<file path="config.mk">
export PLATFORM = sky130hd
export DESIGN_NAME = port_trigger_table
export DESIGN_NICKNAME = d
export VERILOG_FILES = /design/src/hdl/ptt_pkg.sv /design/src/hdl/port_trigger_table.sv /design/src/hdl/ptt_csr.sv /design/src/hdl/ptt_port_match.sv /design/src/hdl/ptt_engine.sv
export SDC_FILE = /design/constraint.sdc
export NUM_CORES = 1
export LEC_CHECK = 0
export BUFFER_PORTS_ARGS = -buffer_cell sky130_fd_sc_hd__buf_2
export CAP_MARGIN = 10
export CORE_MARGIN = 5
export CORE_UTILIZATION = 34
export DETAILED_ROUTE_END_ITERATION = 10
export GPL_TIMING_DRIVEN = 0
export PLACE_DENSITY = 0.62
export SLEW_MARGIN = 20
export SYNTH_ARGS = -nofsm -noshare
export SYNTH_HDL_FRONTEND = slang
export SYNTH_HIERARCHICAL = 1
export SYNTH_SLANG_ARGS = --single-unit
</file>
<file path="constraint.sdc">
create_clock -name clock -period 6.6 [get_ports clock]
set_input_delay 0.99 -clock clock [delete_from_list [all_inputs] [get_ports clock]]
set_output_delay 0.99 -clock clock [all_outputs]
set_load 0.01 [all_outputs]
</file>
<file path="src/hdl/ptt_pkg.sv">
`timescale 1ns / 1ps
// ----------------------------------------------------------------------------
// ptt_pkg: shared types, codes and port list matching for the trigger table
// Holds the request and verdict codes, the register indexes, the register
// bundle, the entry word layout and the port list scan.
// ----------------------------------------------------------------------------
package ptt_pkg;

   // table geometry
   localparam int PTT_ENTRY_SLOTS = 4;
   localparam int PTT_PORT_SLOTS  = 4;
   localparam int PTT_LIST_SLOTS  = 4;
   localparam int PTT_LIST_W      = 16 * PTT_LIST_SLOTS;

   localparam logic [15:0] PTT_PORT_END      = 16'hFFFF;
   localparam logic [23:0] PTT_TIMEOUT_RESET = 24'd600;

   // IP protocol numbers
   localparam logic [7:0] PROTO_ANY = 8'd0;
   localparam logic [7:0] PROTO_TCP = 8'd6;
   localparam logic [7:0] PROTO_UDP = 8'd17;

   // request modes
   localparam logic [1:0] MODE_TICK     = 2'd0;
   localparam logic [1:0] MODE_OUT      = 2'd1;
   localparam logic [1:0] MODE_IN       = 2'd2;
   localparam logic [1:0] MODE_REDIRECT = 2'd3;

   // verdicts
   localparam logic [1:0] VERDICT_CONTINUE = 2'd0;
   localparam logic [1:0] VERDICT_ACCEPT   = 2'd1;
   localparam logic [1:0] VERDICT_REDIRECT = 2'd2;

   // register indexes
   localparam logic [2:0] CSR_TRIG_LIST  = 3'd0;
   localparam logic [2:0] CSR_TRIG_FLAGS = 3'd1;
   localparam logic [2:0] CSR_FWD_LIST   = 3'd2;
   localparam logic [2:0] CSR_FWD_FLAGS  = 3'd3;
   localparam logic [2:0] CSR_TRIG_PROTO = 3'd4;
   localparam logic [2:0] CSR_FWD_PROTO  = 3'd5;
   localparam logic [2:0] CSR_TIMEOUT    = 3'd6;

   typedef struct packed {
      logic [PTT_LIST_W-1:0]     trig_list;
      logic [PTT_LIST_SLOTS-1:0] trig_flags;
      logic [PTT_LIST_W-1:0]     fwd_list;
      logic [PTT_LIST_SLOTS-1:0] fwd_flags;
      logic [7:0]                trig_proto;
      logic [7:0]                fwd_proto;
      logic [23:0]               timeout;
   } ptt_cfg_type;

   typedef struct packed {
      logic trig_hit;
      logic fwd_hit;
   } ptt_hits_type;

   typedef struct packed {
      logic        is_udp;
      logic [23:0] ticks;
      logic [31:0] addr;
   } ptt_entry_type;

   // Slots past the packed list read as the terminator value, flag clear.
   function automatic logic [15:0] slot_port(input logic [PTT_LIST_W-1:0] list,
                                             input int i);
      logic [15:0] s;
      s = PTT_PORT_END;
      if (i < PTT_LIST_SLOTS) begin
         s = list[i*16 +: 16];
      end
      return s;
   endfunction

   function automatic logic slot_flag(input logic [PTT_LIST_SLOTS-1:0] flags,
                                      input int i);
      logic f;
      f = 1'b0;
      if (i < PTT_LIST_SLOTS) begin
         f = flags[i];
      end
      return f;
   endfunction

   // Walk the slots: a flagged terminator ends the list, a flagged slot
   // spans up to the next slot and swallows it.
   function automatic logic ports_hit(input logic [PTT_LIST_W-1:0]     list,
                                      input logic [PTT_LIST_SLOTS-1:0] flags,
                                      input logic [15:0]               port);
      logic        hit;
      logic        stop;
      logic        skip;
      logic        f;
      logic [15:0] s;
      logic [15:0] e;
      hit  = 1'b0;
      stop = 1'b0;
      skip = 1'b0;
      for (int i = 0; i < PTT_PORT_SLOTS; i++) begin
         s = slot_port(list, i);
         f = slot_flag(flags, i);
         e = s;
         if (skip) begin
            skip = 1'b0;
         end else if (!stop && !hit) begin
            if (f && s == PTT_PORT_END) begin
               stop = 1'b1;
            end else begin
               if (f && (i + 1 < PTT_PORT_SLOTS)) begin
                  e    = slot_port(list, i + 1);
                  skip = 1'b1;
               end
               if (port >= s && port <= e) begin
                  hit = 1'b1;
               end
            end
         end
      end
      return hit;
   endfunction

endpackage

</file>
<file path="src/hdl/port_trigger_table.sv">
`timescale 1ns / 1ps
// ----------------------------------------------------------------------------
// port_trigger_table: NAT port triggering table
// Tracks live triggers newest first, refreshes or inserts them on outbound
// headers, accepts or redirects inbound headers, and ages them on ticks.
//
//   channel   ports                                handshake
//   request   req_mode/ip_proto/dst_port/src_addr  start high while busy low
//   response  rsp_verdict/new_dst_addr/insert_...  rsp_strobe, one cycle
//   config    csr_index/csr_wdata                  csr_write_en, no wait
//
// A request passes through the scan and done states before the next one
// can be taken; rsp_strobe is registered out of the done state. The scan
// reads up to ENTRY_SLOTS entries from the entry memory (one read and one
// write port), one per cycle: a tick reads every live entry, a header stops
// at its first match.
// Synchronous reset empties the table at once; no clearing pass.
// The response cannot be held off; it is shown for exactly one cycle.
// ----------------------------------------------------------------------------
module port_trigger_table import ptt_pkg::*; #(
   parameter int ENTRY_SLOTS = PTT_ENTRY_SLOTS
) (
   input  logic        clock,
   input  logic        reset,
   input  logic        start,
   output logic        busy,
   input  logic [1:0]  req_mode,
   input  logic [7:0]  req_ip_proto,
   input  logic [15:0] req_dst_port,
   input  logic [31:0] req_src_addr,
   output logic        rsp_strobe,
   output logic [1:0]  rsp_verdict,
   output logic [31:0] rsp_new_dst_addr,
   output logic        rsp_insert_dropped,
   input  logic        csr_write_en,
   input  logic [2:0]  csr_index,
   input  logic [63:0] csr_wdata
);

   ptt_cfg_type  cfg;
   ptt_hits_type hits;
   logic         req_accept;

   assign req_accept = start && !busy;

   // configuration registers
   ptt_csr u_csr (
      .clock        (clock),
      .reset        (reset),
      .csr_write_en (csr_write_en),
      .csr_index    (csr_index),
      .csr_wdata    (csr_wdata),
      .cfg          (cfg)
   );

   // port list lookup on the accepted request
   ptt_port_match u_port_match (
      .clock (clock),
      .load  (req_accept),
      .port  (req_dst_port),
      .cfg   (cfg),
      .hits  (hits)
   );

   // table memory and sequencer
   ptt_engine #(
      .ENTRY_SLOTS (ENTRY_SLOTS)
   ) u_engine (
      .clock              (clock),
      .reset              (reset),
      .start              (start),
      .busy               (busy),
      .req_mode           (req_mode),
      .req_ip_proto       (req_ip_proto),
      .req_src_addr       (req_src_addr),
      .cfg                (cfg),
      .hits               (hits),
      .rsp_strobe         (rsp_strobe),
      .rsp_verdict        (rsp_verdict),
      .rsp_new_dst_addr   (rsp_new_dst_addr),
      .rsp_insert_dropped (rsp_insert_dropped)
   );

endmodule

</file>
<file path="src/hdl/ptt_csr.sv">
`timescale 1ns / 1ps
// ----------------------------------------------------------------------------
// ptt_csr: configuration registers
// Write-only register file; an index past the last register is ignored.
// ----------------------------------------------------------------------------
module ptt_csr import ptt_pkg::*; (
   input  logic        clock,
   input  logic        reset,
   input  logic        csr_write_en,
   input  logic [2:0]  csr_index,
   input  logic [63:0] csr_wdata,
   output ptt_cfg_type cfg
);

   ptt_cfg_type cfg_ff;
   ptt_cfg_type cfg_in;

   // decode the write
   always_comb begin
      cfg_in = cfg_ff;
      if (csr_write_en) begin
         case (csr_index)
            CSR_TRIG_LIST:  cfg_in.trig_list  = csr_wdata[PTT_LIST_W-1:0];
            CSR_TRIG_FLAGS: cfg_in.trig_flags = csr_wdata[PTT_LIST_SLOTS-1:0];
            CSR_FWD_LIST:   cfg_in.fwd_list   = csr_wdata[PTT_LIST_W-1:0];
            CSR_FWD_FLAGS:  cfg_in.fwd_flags  = csr_wdata[PTT_LIST_SLOTS-1:0];
            CSR_TRIG_PROTO: cfg_in.trig_proto = csr_wdata[7:0];
            CSR_FWD_PROTO:  cfg_in.fwd_proto  = csr_wdata[7:0];
            CSR_TIMEOUT:    cfg_in.timeout    = csr_wdata[23:0];
            default:        cfg_in = cfg_ff;
         endcase
      end
   end

   always_ff @(posedge clock) begin
      if (reset) begin
         cfg_ff <= '{trig_list:  '0,
                     trig_flags: '0,
                     fwd_list:   '0,
                     fwd_flags:  '0,
                     trig_proto: PROTO_ANY,
                     fwd_proto:  PROTO_ANY,
                     timeout:    PTT_TIMEOUT_RESET};
      end else begin
         cfg_ff <= cfg_in;
      end
   end

   assign cfg = cfg_ff;

endmodule

</file>
<file path="src/hdl/ptt_port_match.sv">
`timescale 1ns / 1ps
// ----------------------------------------------------------------------------
// ptt_port_match: trigger and forward port list lookup
// Matches the destination port of an accepted request against both port
// lists and holds the two hit flags for the rest of the request.
// ----------------------------------------------------------------------------
module ptt_port_match import ptt_pkg::*; (
   input  logic         clock,
   input  logic         load,
   input  logic [15:0]  port,
   input  ptt_cfg_type  cfg,
   output ptt_hits_type hits
);

   ptt_hits_type hits_ff;
   ptt_hits_type hits_in;

   // scan both lists
   always_comb begin
      hits_in.trig_hit = ports_hit(cfg.trig_list, cfg.trig_flags, port);
      hits_in.fwd_hit  = ports_hit(cfg.fwd_list, cfg.fwd_flags, port);
   end

   // hold the flags while the request is worked on
   always_ff @(posedge clock) begin
      if (load) begin
         hits_ff <= hits_in;
      end
   end

   assign hits = hits_ff;

endmodule

</file>
<file path="src/hdl/ptt_engine.sv">
`timescale 1ns / 1ps
// ----------------------------------------------------------------------------
// ptt_engine: entry memory and request sequencer
// Walks the newest-first order list, reads one entry per cycle from the
// entry memory, ages, refreshes or matches it, and inserts new triggers.
// ----------------------------------------------------------------------------
module ptt_engine import ptt_pkg::*; #(
   parameter int ENTRY_SLOTS = PTT_ENTRY_SLOTS
) (
   input  logic         clock,
   input  logic         reset,
   input  logic         start,
   output logic         busy,
   input  logic [1:0]   req_mode,
   input  logic [7:0]   req_ip_proto,
   input  logic [31:0]  req_src_addr,
   input  ptt_cfg_type  cfg,
   input  ptt_hits_type hits,
   output logic         rsp_strobe,
   output logic [1:0]   rsp_verdict,
   output logic [31:0]  rsp_new_dst_addr,
   output logic         rsp_insert_dropped
);

   localparam int SW = $clog2(ENTRY_SLOTS);
   localparam int CW = $clog2(ENTRY_SLOTS + 1);
   localparam logic [CW-1:0] FULL_COUNT = CW'(ENTRY_SLOTS);

   localparam logic [1:0] ST_IDLE = 2'd0;
   localparam logic [1:0] ST_SCAN = 2'd1;
   localparam logic [1:0] ST_DONE = 2'd2;

   logic [1:0]             state_ff, state_in;
   logic [1:0]             mode_ff;
   logic [7:0]             proto_ff;
   logic [31:0]            src_ff;
   logic [CW-1:0]          idx_ff, idx_in;
   logic [CW-1:0]          keep_ff, keep_in;
   logic [CW-1:0]          live_ff, live_in;
   logic                   rd_vld_ff, rd_vld_in;
   logic [SW-1:0]          rd_slot_ff, rd_slot_in;
   logic [ENTRY_SLOTS-1:0] valid_ff, valid_in;
   logic [SW-1:0]          order_ff [ENTRY_SLOTS];
   logic                   rsp_strobe_ff, rsp_strobe_in;
   logic [1:0]             rsp_verdict_ff, rsp_verdict_in;
   logic [31:0]            rsp_dst_ff, rsp_dst_in;
   logic                   rsp_drop_ff, rsp_drop_in;

   ptt_entry_type          mem [ENTRY_SLOTS];
   ptt_entry_type          rdata_ff;
   ptt_entry_type          mem_wdata;
   logic                   mem_we;
   logic [SW-1:0]          mem_waddr;
   logic [SW-1:0]          mem_raddr;

   logic                   accept;
   logic                   is_udp;
   logic                   l4_ok;
   logic                   trig_proto_ok;
   logic                   fwd_proto_ok;
   logic                   scan_en;
   logic                   match_now;
   logic                   issue_ok;
   logic                   ord_we;
   logic                   ord_shift;
   logic [SW-1:0]          free_slot;

   assign accept = start && (state_ff == ST_IDLE);
   assign busy   = (state_ff != ST_IDLE);

   // request classification
   assign is_udp        = (proto_ff == PROTO_UDP);
   assign l4_ok         = (proto_ff == PROTO_TCP) || (proto_ff == PROTO_UDP);
   assign trig_proto_ok = (cfg.trig_proto == PROTO_ANY) || (cfg.trig_proto == proto_ff);
   assign fwd_proto_ok  = (cfg.fwd_proto == PROTO_ANY) || (cfg.fwd_proto == proto_ff);

   always_comb begin
      case (mode_ff)
         MODE_TICK: scan_en = 1'b1;
         MODE_OUT:  scan_en = l4_ok && hits.trig_hit;
         default:   scan_en = l4_ok && fwd_proto_ok && hits.fwd_hit;
      endcase
   end

   // entry returned by the memory this cycle
   always_comb begin
      case (mode_ff)
         MODE_OUT:               match_now = rd_vld_ff && (rdata_ff.is_udp == is_udp);
         MODE_IN, MODE_REDIRECT: match_now = rd_vld_ff && (rdata_ff.addr != src_ff);
         default:                match_now = 1'b0;
      endcase
   end

   assign issue_ok  = (state_ff == ST_SCAN) && scan_en && !match_now && (idx_ff < live_ff);
   assign mem_raddr = order_ff[idx_ff[SW-1:0]];

   // lowest free slot for an insert
   always_comb begin
      free_slot = '0;
      for (int i = ENTRY_SLOTS - 1; i >= 0; i--) begin
         if (!valid_ff[i]) begin
            free_slot = SW'(i);
         end
      end
   end

   // sequencer
   always_comb begin
      state_in       = state_ff;
      idx_in         = idx_ff;
      keep_in        = keep_ff;
      live_in        = live_ff;
      rd_vld_in      = 1'b0;
      rd_slot_in     = rd_slot_ff;
      valid_in       = valid_ff;
      rsp_strobe_in  = 1'b0;
      rsp_verdict_in = rsp_verdict_ff;
      rsp_dst_in     = rsp_dst_ff;
      rsp_drop_in    = rsp_drop_ff;
      mem_we         = 1'b0;
      mem_waddr      = rd_slot_ff;
      mem_wdata      = rdata_ff;
      ord_we         = 1'b0;
      ord_shift      = 1'b0;

      case (state_ff)
         ST_IDLE: begin
            if (accept) begin
               state_in       = ST_SCAN;
               idx_in         = '0;
               keep_in        = '0;
               rsp_verdict_in = VERDICT_CONTINUE;
               rsp_dst_in     = '0;
               rsp_drop_in    = 1'b0;
            end
         end

         ST_SCAN: begin
            // issue the next read
            rd_vld_in = issue_ok;
            if (issue_ok) begin
               idx_in     = idx_ff + 1'b1;
               rd_slot_in = mem_raddr;
            end
            // act on the entry read last cycle
            if (rd_vld_ff) begin
               case (mode_ff)
                  MODE_TICK: begin
                     if (rdata_ff.ticks <= 24'd1) begin
                        valid_in[rd_slot_ff] = 1'b0;
                     end else begin
                        mem_we          = 1'b1;
                        mem_wdata.ticks = rdata_ff.ticks - 24'd1;
                        ord_we          = 1'b1;
                        keep_in         = keep_ff + 1'b1;
                     end
                  end
                  MODE_OUT: begin
                     if (match_now) begin
                        mem_we          = 1'b1;
                        mem_wdata.ticks = cfg.timeout;
                        mem_wdata.addr  = src_ff;
                        rsp_verdict_in  = VERDICT_ACCEPT;
                     end
                  end
                  MODE_IN: begin
                     if (match_now) begin
                        mem_we          = 1'b1;
                        mem_wdata.ticks = cfg.timeout;
                        rsp_verdict_in  = VERDICT_ACCEPT;
                     end
                  end
                  default: begin
                     if (match_now) begin
                        rsp_verdict_in = VERDICT_REDIRECT;
                        rsp_dst_in     = rdata_ff.addr;
                     end
                  end
               endcase
            end
            if (!issue_ok) begin
               state_in = ST_DONE;
            end
         end

         ST_DONE: begin
            if (mode_ff == MODE_TICK) begin
               live_in = keep_ff;
            end
            // insert a new trigger at the head when nothing refreshed
            if (mode_ff == MODE_OUT && l4_ok && rsp_verdict_ff == VERDICT_CONTINUE &&
                trig_proto_ok && hits.trig_hit) begin
               if (live_ff >= FULL_COUNT) begin
                  rsp_drop_in = 1'b1;
               end else begin
                  mem_we              = 1'b1;
                  mem_waddr           = free_slot;
                  mem_wdata.is_udp    = is_udp;
                  mem_wdata.ticks     = cfg.timeout;
                  mem_wdata.addr      = src_ff;
                  valid_in[free_slot] = 1'b1;
                  ord_shift           = 1'b1;
                  live_in             = live_ff + 1'b1;
               end
            end
            rsp_strobe_in = 1'b1;
            state_in      = ST_IDLE;
         end

         default: begin
            state_in = ST_IDLE;
         end
      endcase
   end

   // control registers
   always_ff @(posedge clock) begin
      if (reset) begin
         state_ff      <= ST_IDLE;
         live_ff       <= '0;
         valid_ff      <= '0;
         rd_vld_ff     <= 1'b0;
         rsp_strobe_ff <= 1'b0;
      end else begin
         state_ff      <= state_in;
         live_ff       <= live_in;
         valid_ff      <= valid_in;
         rd_vld_ff     <= rd_vld_in;
         rsp_strobe_ff <= rsp_strobe_in;
      end
   end

   // request and scan payload
   always_ff @(posedge clock) begin
      if (accept) begin
         mode_ff  <= req_mode;
         proto_ff <= req_ip_proto;
         src_ff   <= req_src_addr;
      end
      idx_ff         <= idx_in;
      keep_ff        <= keep_in;
      rd_slot_ff     <= rd_slot_in;
      rsp_verdict_ff <= rsp_verdict_in;
      rsp_dst_ff     <= rsp_dst_in;
      rsp_drop_ff    <= rsp_drop_in;
   end

   // order list: shift in at the head, or compact survivors after a tick
   always_ff @(posedge clock) begin
      if (ord_shift) begin
         order_ff[0] <= free_slot;
         for (int i = 1; i < ENTRY_SLOTS; i++) begin
            order_ff[i] <= order_ff[i-1];
         end
      end else if (ord_we) begin
         order_ff[keep_ff[SW-1:0]] <= rd_slot_ff;
      end
   end

   // entry memory, one write and one registered read per cycle
   always_ff @(posedge clock) begin
      if (mem_we) begin
         mem[mem_waddr] <= mem_wdata;
      end
      rdata_ff <= mem[mem_raddr];
   end

   assign rsp_strobe         = rsp_strobe_ff;
   assign rsp_verdict        = rsp_verdict_ff;
   assign rsp_new_dst_addr   = rsp_dst_ff;
   assign rsp_insert_dropped = rsp_drop_ff;

   a_live_max: assert property (@(posedge clock) disable iff (reset)
      live_ff <= FULL_COUNT)
      else $error("live count above table size");

   a_live_valid: assert property (@(posedge clock) disable iff (reset)
      state_ff == ST_IDLE |-> $countones(valid_ff) == live_ff)
      else $error("live count disagrees with valid entries");

   a_strobe_src: assert property (@(posedge clock) disable iff (reset)
      rsp_strobe_ff |-> $past(state_ff) == ST_DONE)
      else $error("response strobe without a finished request");

   a_idle_quiet: assert property (@(posedge clock) disable iff (reset)
      state_ff == ST_IDLE |-> !mem_we && !ord_we && !ord_shift)
      else $error("table written while idle");

   a_redirect: assert property (@(posedge clock) disable iff (reset)
      rsp_strobe_ff && rsp_verdict_ff == VERDICT_REDIRECT |-> mode_ff == MODE_REDIRECT)
      else $error("redirect outside dnat mode");

   a_dst_zero: assert property (@(posedge clock) disable iff (reset)
      rsp_strobe_ff && rsp_verdict_ff != VERDICT_REDIRECT |-> rsp_dst_ff == '0)
      else $error("redirect address set without redirect");

endmodule

</file>
-- Word level (Yosys, flattened, before mapping)
Memory sizes are Yosys's and may differ from the RTL's. A register that Yosys moved wholly into a read port is not among the register bits.
Cells that the tools add are included.
- flip-flop bits (word level): 274
- latch bits: 0
- memory bits (writable): 236
- bits in read-only memories: 0
- output and inout port bits: 37
- logic and storage cells: 341
- memories: 2
- add/subtract/negate cells: 4
- multiply operators: 0
- divide/modulo/power cells: 0
- $lt $le $gt $ge: 23
- equal/unequal tests: 38
- shifts and indexed selects: 0
- mux-type cells: 162
- bitwise gates (word level): 4
- reduce and logical (&&, ||, !) cells: 85
- memory list (memory ; depth ; bits a word ; rd ports ; clocked after memory_dff ; write ports ; line ; text):
    u_engine.mem ; 4 ; 57 ; 1 ; 1 ; 1 ; ptt_engine.sv:49 ; ptt_entry_type mem [ENTRY_SLOTS];
    u_engine.order_ff ; 4 ; 2 ; 4 ; 1 ; 4 ; ptt_engine.sv:43 ; logic [SW-1:0] order_ff [ENTRY_SLOTS];
- operators by type and width (kind ; number):
    $mux 16 ; 20
    $mux 32 ; 5
    $eq 16x16->1 const B ; 8
    $ge 16x16->1 ; 8
    $le 16x16->1 ; 8
    $mux 57 ; 2
    $mux 56 ; 2
    $pmux 56 s2 ; 1
    $mux 1 ; 86
    $pmux 24 s3 ; 1
    $pmux 32 s2 ; 1
    $mux 24 ; 2
    $logic_and 1x1->1 ; 38
    $mux 2 ; 16
    $ne 32x32->1 ; 1
    $le 24x1->1 const B ; 1
    $mux 3 ; 8
    $sub 24x1->24 const B ; 1
    $mux 4 ; 5
    $reduce_and 2->1 ; 9
    $eq 8x8->1 ; 2
    $logic_not 8->1 ; 2
    $reduce_and 5->1 ; 3
    $logic_not 1->1 ; 14
    other kinds (33) ; 72

-- Depth between registers and ports, before layout
Gate-level depths: netlist of the first run.
- depth in word-level cells: 31
- gate-level depth with buffers: 11
- depth with buffers taken out: 9

-- Modules after synthesis
The synthesis of the first run kept the hierarchy.
- by module, submodules not included (module ; times used ; cells an instance ; area each (µm²) ; sequential area each (µm²)):
    ptt_engine ; 1 ; 1127 ; 16728.5 ; 11040.6
    ptt_csr ; 1 ; 657 ; 7146.9 ; 3523.4
    ptt_port_match ; 1 ; 772 ; 6157.2 ; 60.1
    port_trigger_table ; 1 ; 1 ; 13.8 ; 0.0

-- Worst setup path after synthesis of the first run
OpenSTA, ideal clock, no wires.
- path type: reg-to-reg
- from: register u_engine.proto_ff[3]
- to: memory u_engine/mem[0][0] (netlist bit), enable pin
- setup time: 0.557 ns
- data arrival time: 6.231 ns
- data required time: 6.043 ns
- setup slack: -0.187 ns
- cell stages (with the launch flop): 7
- clock period less this slack: 6.787 ns
- path through: edfxtp_1 > or4_1 > o211ai_1 > nand3_1 > o32ai_1 > nand3_1 > o31ai_1
- longest elaborated chain between the ends: 10
- elaborated cells on any way between the ends: 21
- those cells by class: eq/ne (4); mux (10); reduce/logical (7)
- RTL lines (element ; line ; text):
    start: declaration ; ptt_engine.sv:35 ; logic [7:0] proto_ff;
    start signal: assignment ; ptt_engine.sv:237 ; proto_ff <= req_ip_proto;
    $eq 8x5->1 / $eq 8x3->1 (equally long branches) ; ptt_engine.sv:72, ptt_engine.sv:73 ;
    $eq 1x1->1 / $logic_or 1x1->1 (equally long branches) ; ptt_engine.sv:88, ptt_engine.sv:73 ;
    $logic_and 1x1->1, on equally long branches ; ptt_engine.sv:88, ptt_engine.sv:191 ;
    $pmux 1 s2 / $logic_and 1x1->1 (equally long branches) ; ptt_engine.sv:87, ptt_engine.sv:191 ;
    $mux 1 / $logic_and 1x1->1 (equally long branches) ; ptt_engine.sv:159, ptt_engine.sv:167, ptt_engine.sv:191 ;
    $pmux 1 s2 / $logic_and 1x1->1 (equally long branches) ; ptt_engine.sv:147, ptt_engine.sv:192 ;
    $mux 1, on equally long branches ; ptt_engine.sv:146, ptt_engine.sv:191 ;
    $pmux 1 s2 ; ptt_engine.sv:126 ; case (state_ff)
    $mux 1 ; ptt_engine.sv:262 ; if (mem_we) begin
    $mux 1 (not written as such) ; ptt_engine.sv:263 ; mem[mem_waddr] <= mem_wdata;
    end: declaration ; ptt_engine.sv:49 ;
Several ways; a longest one is shown, not always the timed one.

-- Worst setup path after layout of the first run
- from: register u_engine.proto_ff[4]
- to: memory u_engine/mem[0][28] (netlist bit), enable pin
The elaborated chain is that of the path after synthesis.

==> out/results.ini, run 1 <==
[global_routing]
first_global_vias = 21442
grt_max_degree = 45
overflow = 0
grt_usage = 0.188
grt_first_pass_wirelength_mm = 136
antenna_found_initial = 4

[cts]
cts_resized = 0
postCtsHoldBufs = 0
cts_made_buffers = 58
h-tree-depth = 2
clk_path_buf_depth = 3
clk_pin_slew_ns = 0.06
cts_sinks = 569
cts_tree = yes
clock_latency_ns = 0.64
clockRootBuffer = clkbuf_16
cts_setup_buffers = 0

[synthesis]
synthArstFlopShare = 0
ys_ff_latch = 569
synth_cell_types = 89
synthCells = 2557
ys.flop_type = edfxtp_1
syn-num-nets = 2894
synth_area_sq_um = 30000
synth_area_per_cell_sq_um = 11.8
synth_edf_count = 323
synth.top_cell.area_share = 0.323
synth_seq_area_share = 0.487
synth_area_leaders = edfxtp_1 (32%), dfxtp_1 (16%), mux2i_1 (9.2%), ha_1 (8.7%), nand2b_1 (5.2%)
yosys_warnings = 6
yosysTopAreaCell = edfxtp_1

[cells_and_area]
final_cells = 4006
drive_gt1_frac = 0.145
nNetsFinal = 3131
area_delta_synth_final_pct = 15.2
fin_area_sq_um = 34600
fillers = 8474
insertedDiodeCount = 0

[worst_hold_path]
worst_hold_path_type = register to register

[sta]
fmax_ghz = 0.207
hold_viol = 0
finClkSkew_ns = 0.0469
fin_crit_sh = 0.732
drv_slew = 0
rsz0062_at_grt = no
relSlewSlack = 0.295
setup_viol = 0
setup_ws_ns = 1.77
period_needed_ns = 4.83
hold_ws_ns = 0.474
tightest_slew_ns = 1.05

[routing]
dr_total_vias = 21864
drt_first_pass_iters = 6
antenna_violating_nets_post_route = 0
wl_mm = 92.3
drtIter0Drc = 2192
viasPerCell = 5.46
wl_per_cell_microns = 23.0
drc = 0

[place]
globalplace.congestion = 1.00
placed_area_sq_um = 32700
place_hpwl_mm = 68.2
place_inst = 3899
port_buffers = 162
dp_slack_ns = 1.84

[setup_path]
cp.arrival_ns = 5.17
critical-path-top-delay-family = buffers and inverters
critPathKind = register to register
cp_slowest_stage_delay_ns = 0.71
crit_fanout = 11
path_buf_inv = 5
cp_slowest_cell = a22oi_1
cp.required_ns = 6.94
path_cells = xor2_1 -> nor4_1 -> a22oi_1 -> nor3_1 -> clkbuf_1 -> nand2_1 -> clkbuf_1 -> nand3_1 -> o31ai_4 -> buf_6 -> buf_8 -> buf_8
cp-start-kind = register
end_kind = register

[pwr]
cellPowerDensity_nw_per_um2 = 266
p_total_mw = 9.20
p_leak_nw = 12.5
vdd_drop_max_mv = 0.237

[floorplanning]
dieArea_sq_um = 94400
num_io_pins = 166
initial_core_util = 0.341
fp.dieH_microns = 307
design.core.area_sq_um = 88100
die_w_microns = 307
rows = 109

[outcome]
outcome = complete, no violations

[flow_run]
cap_violations = 0

==> flip-flops by register name, indices dropped and copies added (netlist names), named ones only <==
signal and count:
u_engine/rdata_ff 57, u_engine/src_ff 32, u_engine/mode_ff 2, u_engine/rsp_new_dst_addr 32, u_engine/rd_slot_ff 2, u_csr/cfg 176
u_engine/rsp_insert_dropped 1, u_engine/proto_ff 8, u_engine/rd_vld_ff 1, u_engine/mem 228, u_engine/rsp_strobe 1, u_engine/live_ff 3
u_engine/idx_ff 3, u_engine/valid_ff 4, u_engine/order_ff 8, u_engine/keep_ff 3, u_engine/state_ff 2, u_port_match/hits 2
u_engine/rsp_verdict 2
==> worst min-delay path, delay by kind of cell, from the launching register on <==
family           cells  cell delay, ns
AO/OA/AOI/OAI        1            0.05
flip-flops           1            0.32
AND/OR/NAND/NOR      1            0.06
==> power breakdown <==
part           internal [mW]  leakage (nW)  switching, mW
sequential              4.09          4.99          0.195
clock                   1.90         0.942           1.43
combinational          0.628          6.59          0.951
total                   6.62          12.5           2.57
==> cell usage in the layout (no fill, tap or decap), drive strengths merged, types with 22 or more instances in the layout <==
| master | Yosys | layout |
|---|---|---|
| edfxtp | 323 | 323 |
| mux2i | 276 | 276 |
| nand2b | 249 | 249 |
| dfxtp | 246 | 246 |
| buf | 46 | 222 |
| ha | 208 | 208 |
| clkbuf | 84 | 166 |
| inv | 116 | 118 |
| a21oi | 93 | 93 |
| nand2 | 88 | 88 |
| nand4 | 81 | 81 |
| nor2 | 73 | 73 |
| xnor2 | 60 | 60 |
| mux4 | 59 | 59 |
| o21ai | 57 | 57 |
| nand3 | 49 | 49 |
| nor4 | 42 | 42 |
| a22o | 41 | 41 |
| and2 | 39 | 39 |
| a21o | 25 | 25 |
| xor2 | 24 | 24 |
| nor2b | 22 | 22 |
| a211oi | 22 | 22 |
==> cell families (layout without fill, tap and decap cells) <==
| logic type | after synthesis | in the layout | share of synthesized area |
|---|---|---|---|
| simple gates | 716 | 716 | 0.137 |
| flops | 569 | 569 | 0.487 |
| compound gates | 379 | 379 | 0.0877 |
| mux | 353 | 353 | 0.143 |
| buf+inv | 248 | 532 | 0.0344 |
| fa+ha+maj | 208 | 208 | 0.0866 |
| xor+xnor | 84 | 84 | 0.0245 |
==> final cells by class <==
type,count,area (sq um),area share
multi-input combinational,1740,14400,0.417
tap,1165,1460,0.0421
clock inverter,26,345,0.00998
timing repair buffer,177,1110,0.0321
inverter,118,443,0.0128
sequential,569,14600,0.423
buffer,130,593,0.0171
clock buffer,81,1600,0.0462
==> cells in the mapped netlist, drive strengths merged, types with 16 or more instances <==
| library cell | instances |
|---|---|
| mux2i | 276 |
| a21o | 25 |
| nand2 | 88 |
| a22o | 41 |
| inv | 116 |
| a211oi | 22 |
| ha | 208 |
| nor2 | 73 |
| nand4 | 81 |
| and2 | 39 |
| o21ai | 57 |
| buf | 46 |
| clkbuf | 84 |
| edfxtp | 323 |
| nor2b | 22 |
| a21oi | 93 |
| nor4 | 42 |
| nand3 | 49 |
| xor2 | 24 |
| mux2 | 18 |
| a22oi | 16 |
| dfxtp | 246 |
| nand2b | 249 |
| mux4 | 59 |
| xnor2 | 60 |
==> routing by layer <==
metal,GRT usage,wire length (microns),vias to the layer above
li1,-,-,10044
met1,0.260,40200,10694
met2,0.301,41500,912
met3,0.0347,7110,214
met4,0.0614,3530,0
met5,0,0,-
==> final timing paths <==
kind / slack, ns / startpoint / depth (start not counted) / to
max: 1.77 / u_engine/proto_ff[4]$_DFFE_PP_ / 12 / u_engine/mem[0][28]$_DFFE_PP_
min: 0.47 / u_engine/valid_ff[3]$_SDFFE_PP0P_ / 2 / u_engine/valid_ff[3]$_SDFFE_PP0P_
max reg2reg: 1.77 / u_engine/proto_ff[4]$_DFFE_PP_ / 12 / u_engine/mem[0][28]$_DFFE_PP_
min reg2reg: 0.47 / u_engine/valid_ff[3]$_SDFFE_PP0P_ / 2 / u_engine/valid_ff[3]$_SDFFE_PP0P_
==> through the flow <==
| step | util | TNS, ns |
|---|---|---|
| after floorplan | - | 0 |
| after global placement | 0.367 | -340.82 |
| after detailed placement | 0.371 | 0 |
| after CTS | 0.393 | 0 |
| after global routing | 0.393 | 0 |
| final | 0.393 | 0 |
(Power assumes the default switching activity.)
==> run 2: changes to the inputs <==
--- a/config.mk
+++ b/config.mk
@@ -5,6 +5,7 @@
 export SDC_FILE = /design/constraint.sdc
 export NUM_CORES = 1
 export LEC_CHECK = 0
+export ABC_AREA = 1
 export BUFFER_PORTS_ARGS = -buffer_cell sky130_fd_sc_hd__buf_2
 export CAP_MARGIN = 10
 export CORE_MARGIN = 5
==> constraint.sdc (replaced) <==
create_clock -name clock -period 4.2 [get_ports clock]
set_input_delay 0.63 -clock clock [delete_from_list [all_inputs] [get_ports clock]]
set_output_delay 0.63 -clock clock [all_outputs]
set_load 0.01 [all_outputs]
==> out/results.ini, run 2 <==
[outcome]
outcome = complete, no violations  ; unchanged

[synthesis]
synth_edf_count = 323  ; unchanged
yosysTopAreaCell = edfxtp_1  ; unchanged
ys_ff_latch = 569  ; unchanged
syn-num-nets = 4186  ; was 2,894
synth.most_common_cell = nand2_1  ; was edfxtp_1
synth_area_sq_um = 31000  ; was 30,000 sq um
synth_top_cells_by_count = nand2_1 (794), nor2_1 (734), inv_1 (343)  ; was edfxtp_1 (323), mux2i_1 (276), nand2b_1 (249)
synthCells = 3849  ; was 2,557
synth.top_cell.area_share = 0.313  ; was 0.323
synth_cell_types = 51  ; was 89
ys.flop_type = edfxtp_1  ; unchanged
synth_area_per_cell_sq_um = 8.05  ; was 11.8 sq um
synth_area_leaders = edfxtp_1 (31%), dfxtp_1 (16%), nand2_1 (9.6%), nor2_1 (8.9%), ha_1 (8.4%)  ; was edfxtp_1 (32%), dfxtp_1 (16%), mux2i_1 (9.2%), ha_1 (8.7%), nand2b_1 (5.2%)
synthArstFlopShare = 0  ; unchanged
synth_seq_area_share = 0.472  ; was 0.487
yosys_warnings = 6  ; unchanged

[pwr]
vdd_drop_max_mv = 0.391  ; was 0.237 mV
p_leak_nw = 14.6  ; was 12.5 nW
cellPowerDensity_nw_per_um2 = 484  ; was 266 nW/um^2

[place]
port_buffers = 165  ; was 162
place_hpwl_mm = 72.6  ; was 68.2 mm
placed_area_sq_um = 33600  ; was 32,700 sq um
globalplace.congestion = 0.959  ; was 1.00
place_inst = 5200  ; was 3,899

[setup_path]
critPathKind = register to register  ; unchanged
cp-start-kind = register  ; unchanged
path_cells = inv_1 -> ha_1 -> inv_1 -> nand2_1 -> o21ai_0 -> nor2_1 -> nand3_1 -> nor2_1 -> nand3_1 -> nand2_2 -> buf_6 -> inv_4 -> nand2_1 -> o21ai_0 -> nand2_1 -> nand2_1 -> nand2_1 -> nor2_4 -> buf_12  ; was xor2_1 -> nor4_1 -> a22oi_1 -> nor3_1 -> clkbuf_1 -> nand2_1 -> clkbuf_1 -> nand3_1 -> o31ai_4 -> buf_6 -> buf_8 -> buf_8
crit_fanout = 22  ; was 11
end_kind = register  ; unchanged
cp.arrival_ns = 4.24  ; was 5.17 ns
cp_slowest_cell = nor2_4  ; was a22oi_1
critical-path-top-delay-family = simple AND/OR/NAND/NOR gates  ; was buffers and inverters
cp_slowest_stage_delay_ns = 0.71  ; about the same
path_buf_inv = 5  ; unchanged
cp.required_ns = 4.54  ; was 6.94 ns
path_common_cell = nand2_1

[sta]
setup_tns_ns = 0  ; unchanged
period_needed_ns = 3.90  ; was 4.83 ns
drv_slew = 0  ; unchanged
tightest_slew_ns = 0.853  ; was 1.05 ns
fin_crit_sh = 0.928  ; was 0.732
finClkSkew_ns = 0.0345  ; was 0.0469 ns
fmax_ghz = 0.257  ; was 0.207 GHz
rsz0062_at_grt = no  ; unchanged
relSlewSlack = 0.425  ; was 0.295
setup_viol = 0  ; unchanged
hold_viol = 0  ; unchanged

[cts]
clock_latency_ns = 0.67  ; was 0.64 ns
clk_pin_slew_ns = 0.06  ; about the same
cts_sinks = 569  ; unchanged
cts_made_buffers = 61  ; was 58
postCtsHoldBufs = 0  ; unchanged
clockRootBuffer = clkbuf_16  ; unchanged
h-tree-depth = 2  ; unchanged
clk_path_buf_depth = 3  ; unchanged
cts_tree = yes  ; unchanged

[routing]
drc = 0  ; unchanged
wl_mm = 98.1  ; was 92.3 mm
viasPerCell = 5.13  ; was 5.46
drt_first_pass_iters = 6  ; unchanged
dr_total_vias = 27292  ; was 21.9k
wl_per_cell_microns = 18.4  ; was 23.0 microns
antenna_violating_nets_post_route = 0  ; unchanged
drtIter0Drc = 2601  ; was 2,192

[global_routing]
overflow = 0  ; unchanged
first_global_vias = 25894  ; was 21.4k
antenna_found_initial = 8  ; was 4
grt_first_pass_wirelength_mm = 149  ; was 136 mm
grt_usage = 0.194  ; was 0.188
grt_max_degree = 46  ; was 45

[flow_run]
cap_violations = 0  ; unchanged

[cells_and_area]
drive_gt1_frac = 0.0954  ; was 0.145
nNetsFinal = 4425  ; was 3,131
largest_register = u_engine/mem  ; unchanged
fillers = 9239  ; was 8,474
layout_commonest_cell = nand2_1  ; was edfxtp_1
final_cells = 5319  ; was 4,006
final_core_util = 0.395  ; was 0.393
fin_area_sq_um = 35700  ; was 34,600 sq um
layout_common_cells = nand2_1 (794), nor2_1 (730), inv_1 (342)  ; was edfxtp_1 (323), mux2i_1 (276), nand2b_1 (249)
largest_register_ffs = 228  ; unchanged
area_delta_synth_final_pct = 15.2  ; about the same

[floorplanning]
dieArea_sq_um = 97300  ; was 94,400 sq um
rows = 110  ; was 109
die_w_microns = 312  ; was 307 microns
design.core.area_sq_um = 90300  ; was 88,100 sq um
num_io_pins = 166  ; unchanged
fp.dieH_microns = 312  ; was 307 microns
initial_core_util = 0.343  ; was 0.341

[worst_hold_path]
worst_hold_path_type = primary input to register  ; was register to register

-- run 2: final cells by class --
type,instances,area [sq um],area share
Antenna cell,2,5.00,0.000140
Buffer,167,768,0.0215
Clock buffer,92,1740,0.0489
Clock inverter,24,373,0.0104
Inverter,367,1380,0.0387
Multi-Input combinational cell,2747,14300,0.400
Sequential cell,569,14600,0.410
Tap cell,1176,1470,0.0412
Timing Repair Buffer,175,1070,0.0300
-- run 2: stage by stage --
step / setup WS (ns) / power, mW / hold WS [ns]
after detailed placement: 0.202 / 11.7 / 0.463
after global placement: -3.21 / 11.7 / 0.457
after floorplan: -0.284 / 10.0 / 0.429
after global routing: 0.0802 / 18.2 / 0.103
after CTS: 0.164 / 17.4 / 0.0881
final: 0.302 / 17.3 / 0.133
-- run 2: cells by family (layout without fill, tap and decap cells) --
family,after synthesis,count (layout),share of synthesized area
AND/OR/NAND/NOR,1983,1984,0.266
flip-flops,569,569,0.472
buffers and inverters,534,825,0.0693
AO/OA/AOI/OAI,481,481,0.0885
adder cells (fa/ha/maj),208,208,0.0840
XOR/XNOR,74,74,0.0209
other,0,2,0
-- run 2: worst paths after layout --
kind	depth (start not counted)	start	end	slack [ns]
max reg2reg	19	u_engine/mode_ff[0]$_DFFE_PP_	u_engine/mem[3][49]$_DFFE_PP_	0.30
max	19	u_engine/mode_ff[0]$_DFFE_PP_	u_engine/mem[3][49]$_DFFE_PP_	0.30
min	1	req_src_addr[19]	u_engine/src_ff[19]$_DFFE_PP_	0.13
min reg2reg	2	u_csr/cfg[3]$_SDFFE_PP1P_	u_csr/cfg[3]$_SDFFE_PP1P_	0.47
-- run 2: layer usage --
metal	global-route usage	up-vias	wire length (microns)
met5	0	-	23
met4	0.0681	4	3600
met3	0.0268	208	6780
met2	0.326	1012	45600
met1	0.256	12798	42200
li1	-	13270	-
-- run 2: power breakdown --
group	total, mW	leakage (nW)	internal [mW]	switching (mW)
Combinational	4.31	8.56	1.29	3.01
Clock	5.60	1.01	3.27	2.34
Sequential	7.36	4.98	6.83	0.531
-- run 2: repair_timing --
action | in CTS | in global routing
gates resized for setup | 0 | 0
setup endpoints to repair | 0 | 18
setup buffers | 0 | 0
==> run 3: changes to the inputs <==
--- a/config.mk
+++ b/config.mk
@@ -8,7 +8,6 @@
 export ABC_AREA = 1
 export BUFFER_PORTS_ARGS = -buffer_cell sky130_fd_sc_hd__buf_2
 export CAP_MARGIN = 10
-export CORE_MARGIN = 5
 export CORE_UTILIZATION = 34
 export DETAILED_ROUTE_END_ITERATION = 10
 export GPL_TIMING_DRIVEN = 0
@@ -16,5 +15,4 @@
 export SLEW_MARGIN = 20
 export SYNTH_ARGS = -nofsm -noshare
 export SYNTH_HDL_FRONTEND = slang
-export SYNTH_HIERARCHICAL = 1
 export SYNTH_SLANG_ARGS = --single-unit
==> out/results.ini, run 3 <==
[global_routing]
grt_max_degree = 25  ; was 46
grt_usage = 0.210  ; was 0.194
first_global_vias = 24533  ; was 25.9k
antenna_found_initial = 3  ; was 8
overflow = 0  ; unchanged
grt_first_pass_wirelength_mm = 145  ; was 149 mm

[setup_path]
critPathKind = register to register  ; unchanged
cp-start-kind = register  ; unchanged
end_kind = register  ; unchanged
cp.arrival_ns = 4.20  ; was 4.24 ns
r2r_start = u_engine.mode_ff[0]$_DFFE_PP_  ; was u_engine/mode_ff[0]$_DFFE_PP_
r2r_slack_ns = 0.36  ; was 0.30 ns
reg2reg_to = u_engine.mem[0][24]$_DFFE_PP_  ; was u_engine/mem[3][49]$_DFFE_PP_
crit_fanout = 20  ; was 22
cp.required_ns = 4.56  ; was 4.54 ns
worst-r2r-cell-count = 11  ; was 19

[cts]
clk_pin_slew_ns = 0.06  ; about the same
cts_tree = yes  ; unchanged
clockRootBuffer = clkbuf_16  ; unchanged
postCtsHoldBufs = 0  ; unchanged
cts_sinks = 569  ; unchanged
cts_resized = 0  ; unchanged
h-tree-depth = 2  ; unchanged
cts_setup_buffers = 0  ; unchanged
cts_made_buffers = 61  ; unchanged
clk_path_buf_depth = 3  ; unchanged
clock_latency_ns = 0.68  ; was 0.67 ns

[pwr]
p_total_mw = 19.8  ; was 17.3 mW
vdd_drop_max_mv = 0.415  ; was 0.391 mV
cellPowerDensity_nw_per_um2 = 569  ; was 484 nW/um^2
p_leak_nw = 13.5  ; was 14.6 nW

[synthesis]
yosysTopAreaCell = edfxtp_1  ; unchanged
syn-num-nets = 3841  ; was 4,186
synth.most_common_cell = nand2_1  ; unchanged
synth_top_cells_by_count = nand2_1 (584), nor2_1 (406), o21ai_0 (389)  ; was nand2_1 (794), nor2_1 (734), inv_1 (343)
synthCells = 3472  ; was 3,849
synth_area_sq_um = 29900  ; was 31,000 sq um
synth_seq_area_share = 0.489  ; was 0.472
synth_edf_count = 323  ; unchanged
synth_cell_types = 52  ; was 51
synth_area_leaders = edfxtp_1 (32%), dfxtp_1 (16%), ha_1 (10%), nand2_1 (7.3%), o21ai_0 (6.5%)  ; was edfxtp_1 (31%), dfxtp_1 (16%), nand2_1 (9.6%), nor2_1 (8.9%), ha_1 (8.4%)
synth_area_per_cell_sq_um = 8.62  ; was 8.05 sq um
synthArstFlopShare = 0  ; unchanged
ys_ff_latch = 569  ; unchanged
ys.flop_type = edfxtp_1  ; unchanged
synth.top_cell.area_share = 0.324  ; was 0.313
yosys_warnings = 0  ; was 6

[cells_and_area]
largest_register = u_engine.mem  ; was u_engine/mem
area_delta_synth_final_pct = 16.3  ; was 15.2%
final_cells = 4922  ; was 5,319
layout_commonest_cell = nand2_1  ; unchanged
drive_gt1_frac = 0.0940  ; was 0.0954
largest_register_ffs = 228  ; unchanged
nNetsFinal = 4082  ; was 4,425
layout_common_cells = nand2_1 (584), nor2_1 (402), o21ai_0 (389)  ; was nand2_1 (794), nor2_1 (730), inv_1 (342)

[floorplanning]
dieArea_sq_um = 89200  ; was 97,300 sq um
design.core.area_sq_um = 87000  ; was 90,300 sq um
initial_core_util = 0.344  ; was 0.343
num_io_pins = 166  ; unchanged
die_w_microns = 299  ; was 312 microns
fp.dieH_microns = 299  ; was 312 microns
rows = 108  ; was 110

[place]
place_hpwl_mm = 70.4  ; was 72.6 mm
globalplace.congestion = 0.983  ; was 0.959
port_buffers = 165  ; unchanged
place_inst = 4805  ; was 5,200
dp_slack_ns = 0.452  ; was 0.202 ns

[routing]
antenna_violating_nets_post_route = 0  ; unchanged
drt_first_pass_iters = 5  ; was 6
drtIter0Drc = 2261  ; was 2,601
drc = 0  ; unchanged
wl_mm = 94.9  ; was 98.1 mm
viasPerCell = 5.22  ; was 5.13
wl_per_cell_microns = 19.3  ; was 18.4 microns
dr_total_vias = 25705  ; was 27.3k

[sta]
fin_crit_sh = 0.915  ; was 0.928
period_needed_ns = 3.84  ; was 3.90 ns
setup_ws_ns = 0.358  ; was 0.302 ns
hold_viol = 0  ; unchanged
setup_viol = 0  ; unchanged
rsz0062_at_grt = no  ; unchanged
tightest_slew_ns = 0.871  ; was 0.853 ns
drv_slew = 0  ; unchanged
finClkSkew_ns = 0.0876  ; was 0.0345 ns
fmax_ghz = 0.260  ; was 0.257 GHz
relSlewSlack = 0.417  ; was 0.425

[worst_hold_path]
worst_hold_path_type = primary input to register  ; unchanged
hold_depth = 1  ; unchanged
worstHoldEndpoint = u_engine.src_ff[16]$_DFFE_PP_  ; was u_engine/src_ff[19]$_DFFE_PP_
hp-start = req_src_addr[16]  ; was req_src_addr[19]

[flow_run]
cap_violations = 0  ; unchanged

[outcome]
outcome = complete, no violations  ; unchanged

==> run 3: cell count changes in the layout (fill, tap and decap cells not counted), sizes merged, moves of 13 or more <==
cell	previous run	this run
clkbuf	182	202
ha	208	240
o21ai	250	395
buf	252	210
nor2	747	412
a21oi	142	320
xnor2	51	36
inv	364	351
nand2	805	590
nand3	315	165
==> run 3: through the flow <==
stage	utilization	hold slack, ns	setup TNS (ns)	cell area [sq um]
after global placement	0.370	0.450	-515.26	32200
after floorplan	-	0.439	-44.12	29900
after global routing	0.400	0.103	0	34800
after detailed placement	0.374	0.463	0	32500
after CTS	0.400	0.0948	0	34800
final	0.400	0.129	0	34800
==> run 3: layout make-up <==
cell class              instances  area [sq um]
fillers                      8800         52200
flip-flops and latches        569         14600
multi-input cells            2394         13400
clock buffers                  80          1660
well taps                    1155          1450
inverters                     355          1340
repair buffers                178          1130
plain buffers                 154           643
clock inverters                36           616
diodes                          1          2.50
==> run 3: cell families after synthesis <==
kind of cell,Yosys count,share of synthesized area
adders and majority gates,240,0.100
DFF,569,0.489
xor gates and xnor gates,58,0.0170
AOI/OAI and AO/OA,815,0.149
and+or+nand+nor,1281,0.179
buffers and inverters,509,0.0661
==> run 3: where the power goes <==
part	internal (mW)	switching, mW
registers	7.20	0.623
clock network	3.66	2.38
logic	1.78	4.16
==> run 3: how the worst max path moves through the flow <==
stage | from | to | slack (ns)
after floorplan | u_engine.mode_ff[1]$_DFFE_PP_ | u_engine.mem[2][0]$_DFFE_PP_ | -0.39
final | u_engine.mode_ff[0]$_DFFE_PP_ | u_engine.mem[0][24]$_DFFE_PP_ | 0.36
after detailed placement | u_engine.mode_ff[0]$_DFFE_PP_ | u_engine.mem[0][20]$_DFFE_PP_ | 0.45
after global routing | u_engine.mode_ff[0]$_DFFE_PP_ | u_engine.mem[0][31]$_DFFE_PP_ | 0.20
after global placement | u_engine.state_ff[0]$_SDFFE_PP0P_ | u_engine.mem[2][44]$_DFFE_PP_ | -3.37
after CTS | u_engine.mode_ff[0]$_DFFE_PP_ | u_engine.mem[0][24]$_DFFE_PP_ | 0.42
==> run 3: critical path, stage by stage, from the launching register on <==
cell and delay, ns:
edfxtp_1 0.45, ha_1 0.28, nor2_1 0.69, inv_1 0.19, clkbuf_1 0.36, nor2_1 0.18, nand2_1 0.07, nand2_1 0.07
nand2_1 0.13, nor2_4 0.66, buf_16 0.25, buf_16 0.19
==> run 3: metal layers <==
layer / part of all wire / vias to the layer above / wire [microns] / GRT usage
li1: - / 12369 / - / -
met1: 0.46 / 12255 / 43300 / 0.296
met2: 0.45 / 906 / 42400 / 0.333
met3: 0.066 / 175 / 6230 / 0.0280
met4: 0.031 / 0 / 2940 / 0.0658
met5: 0 / - / 0 / 0
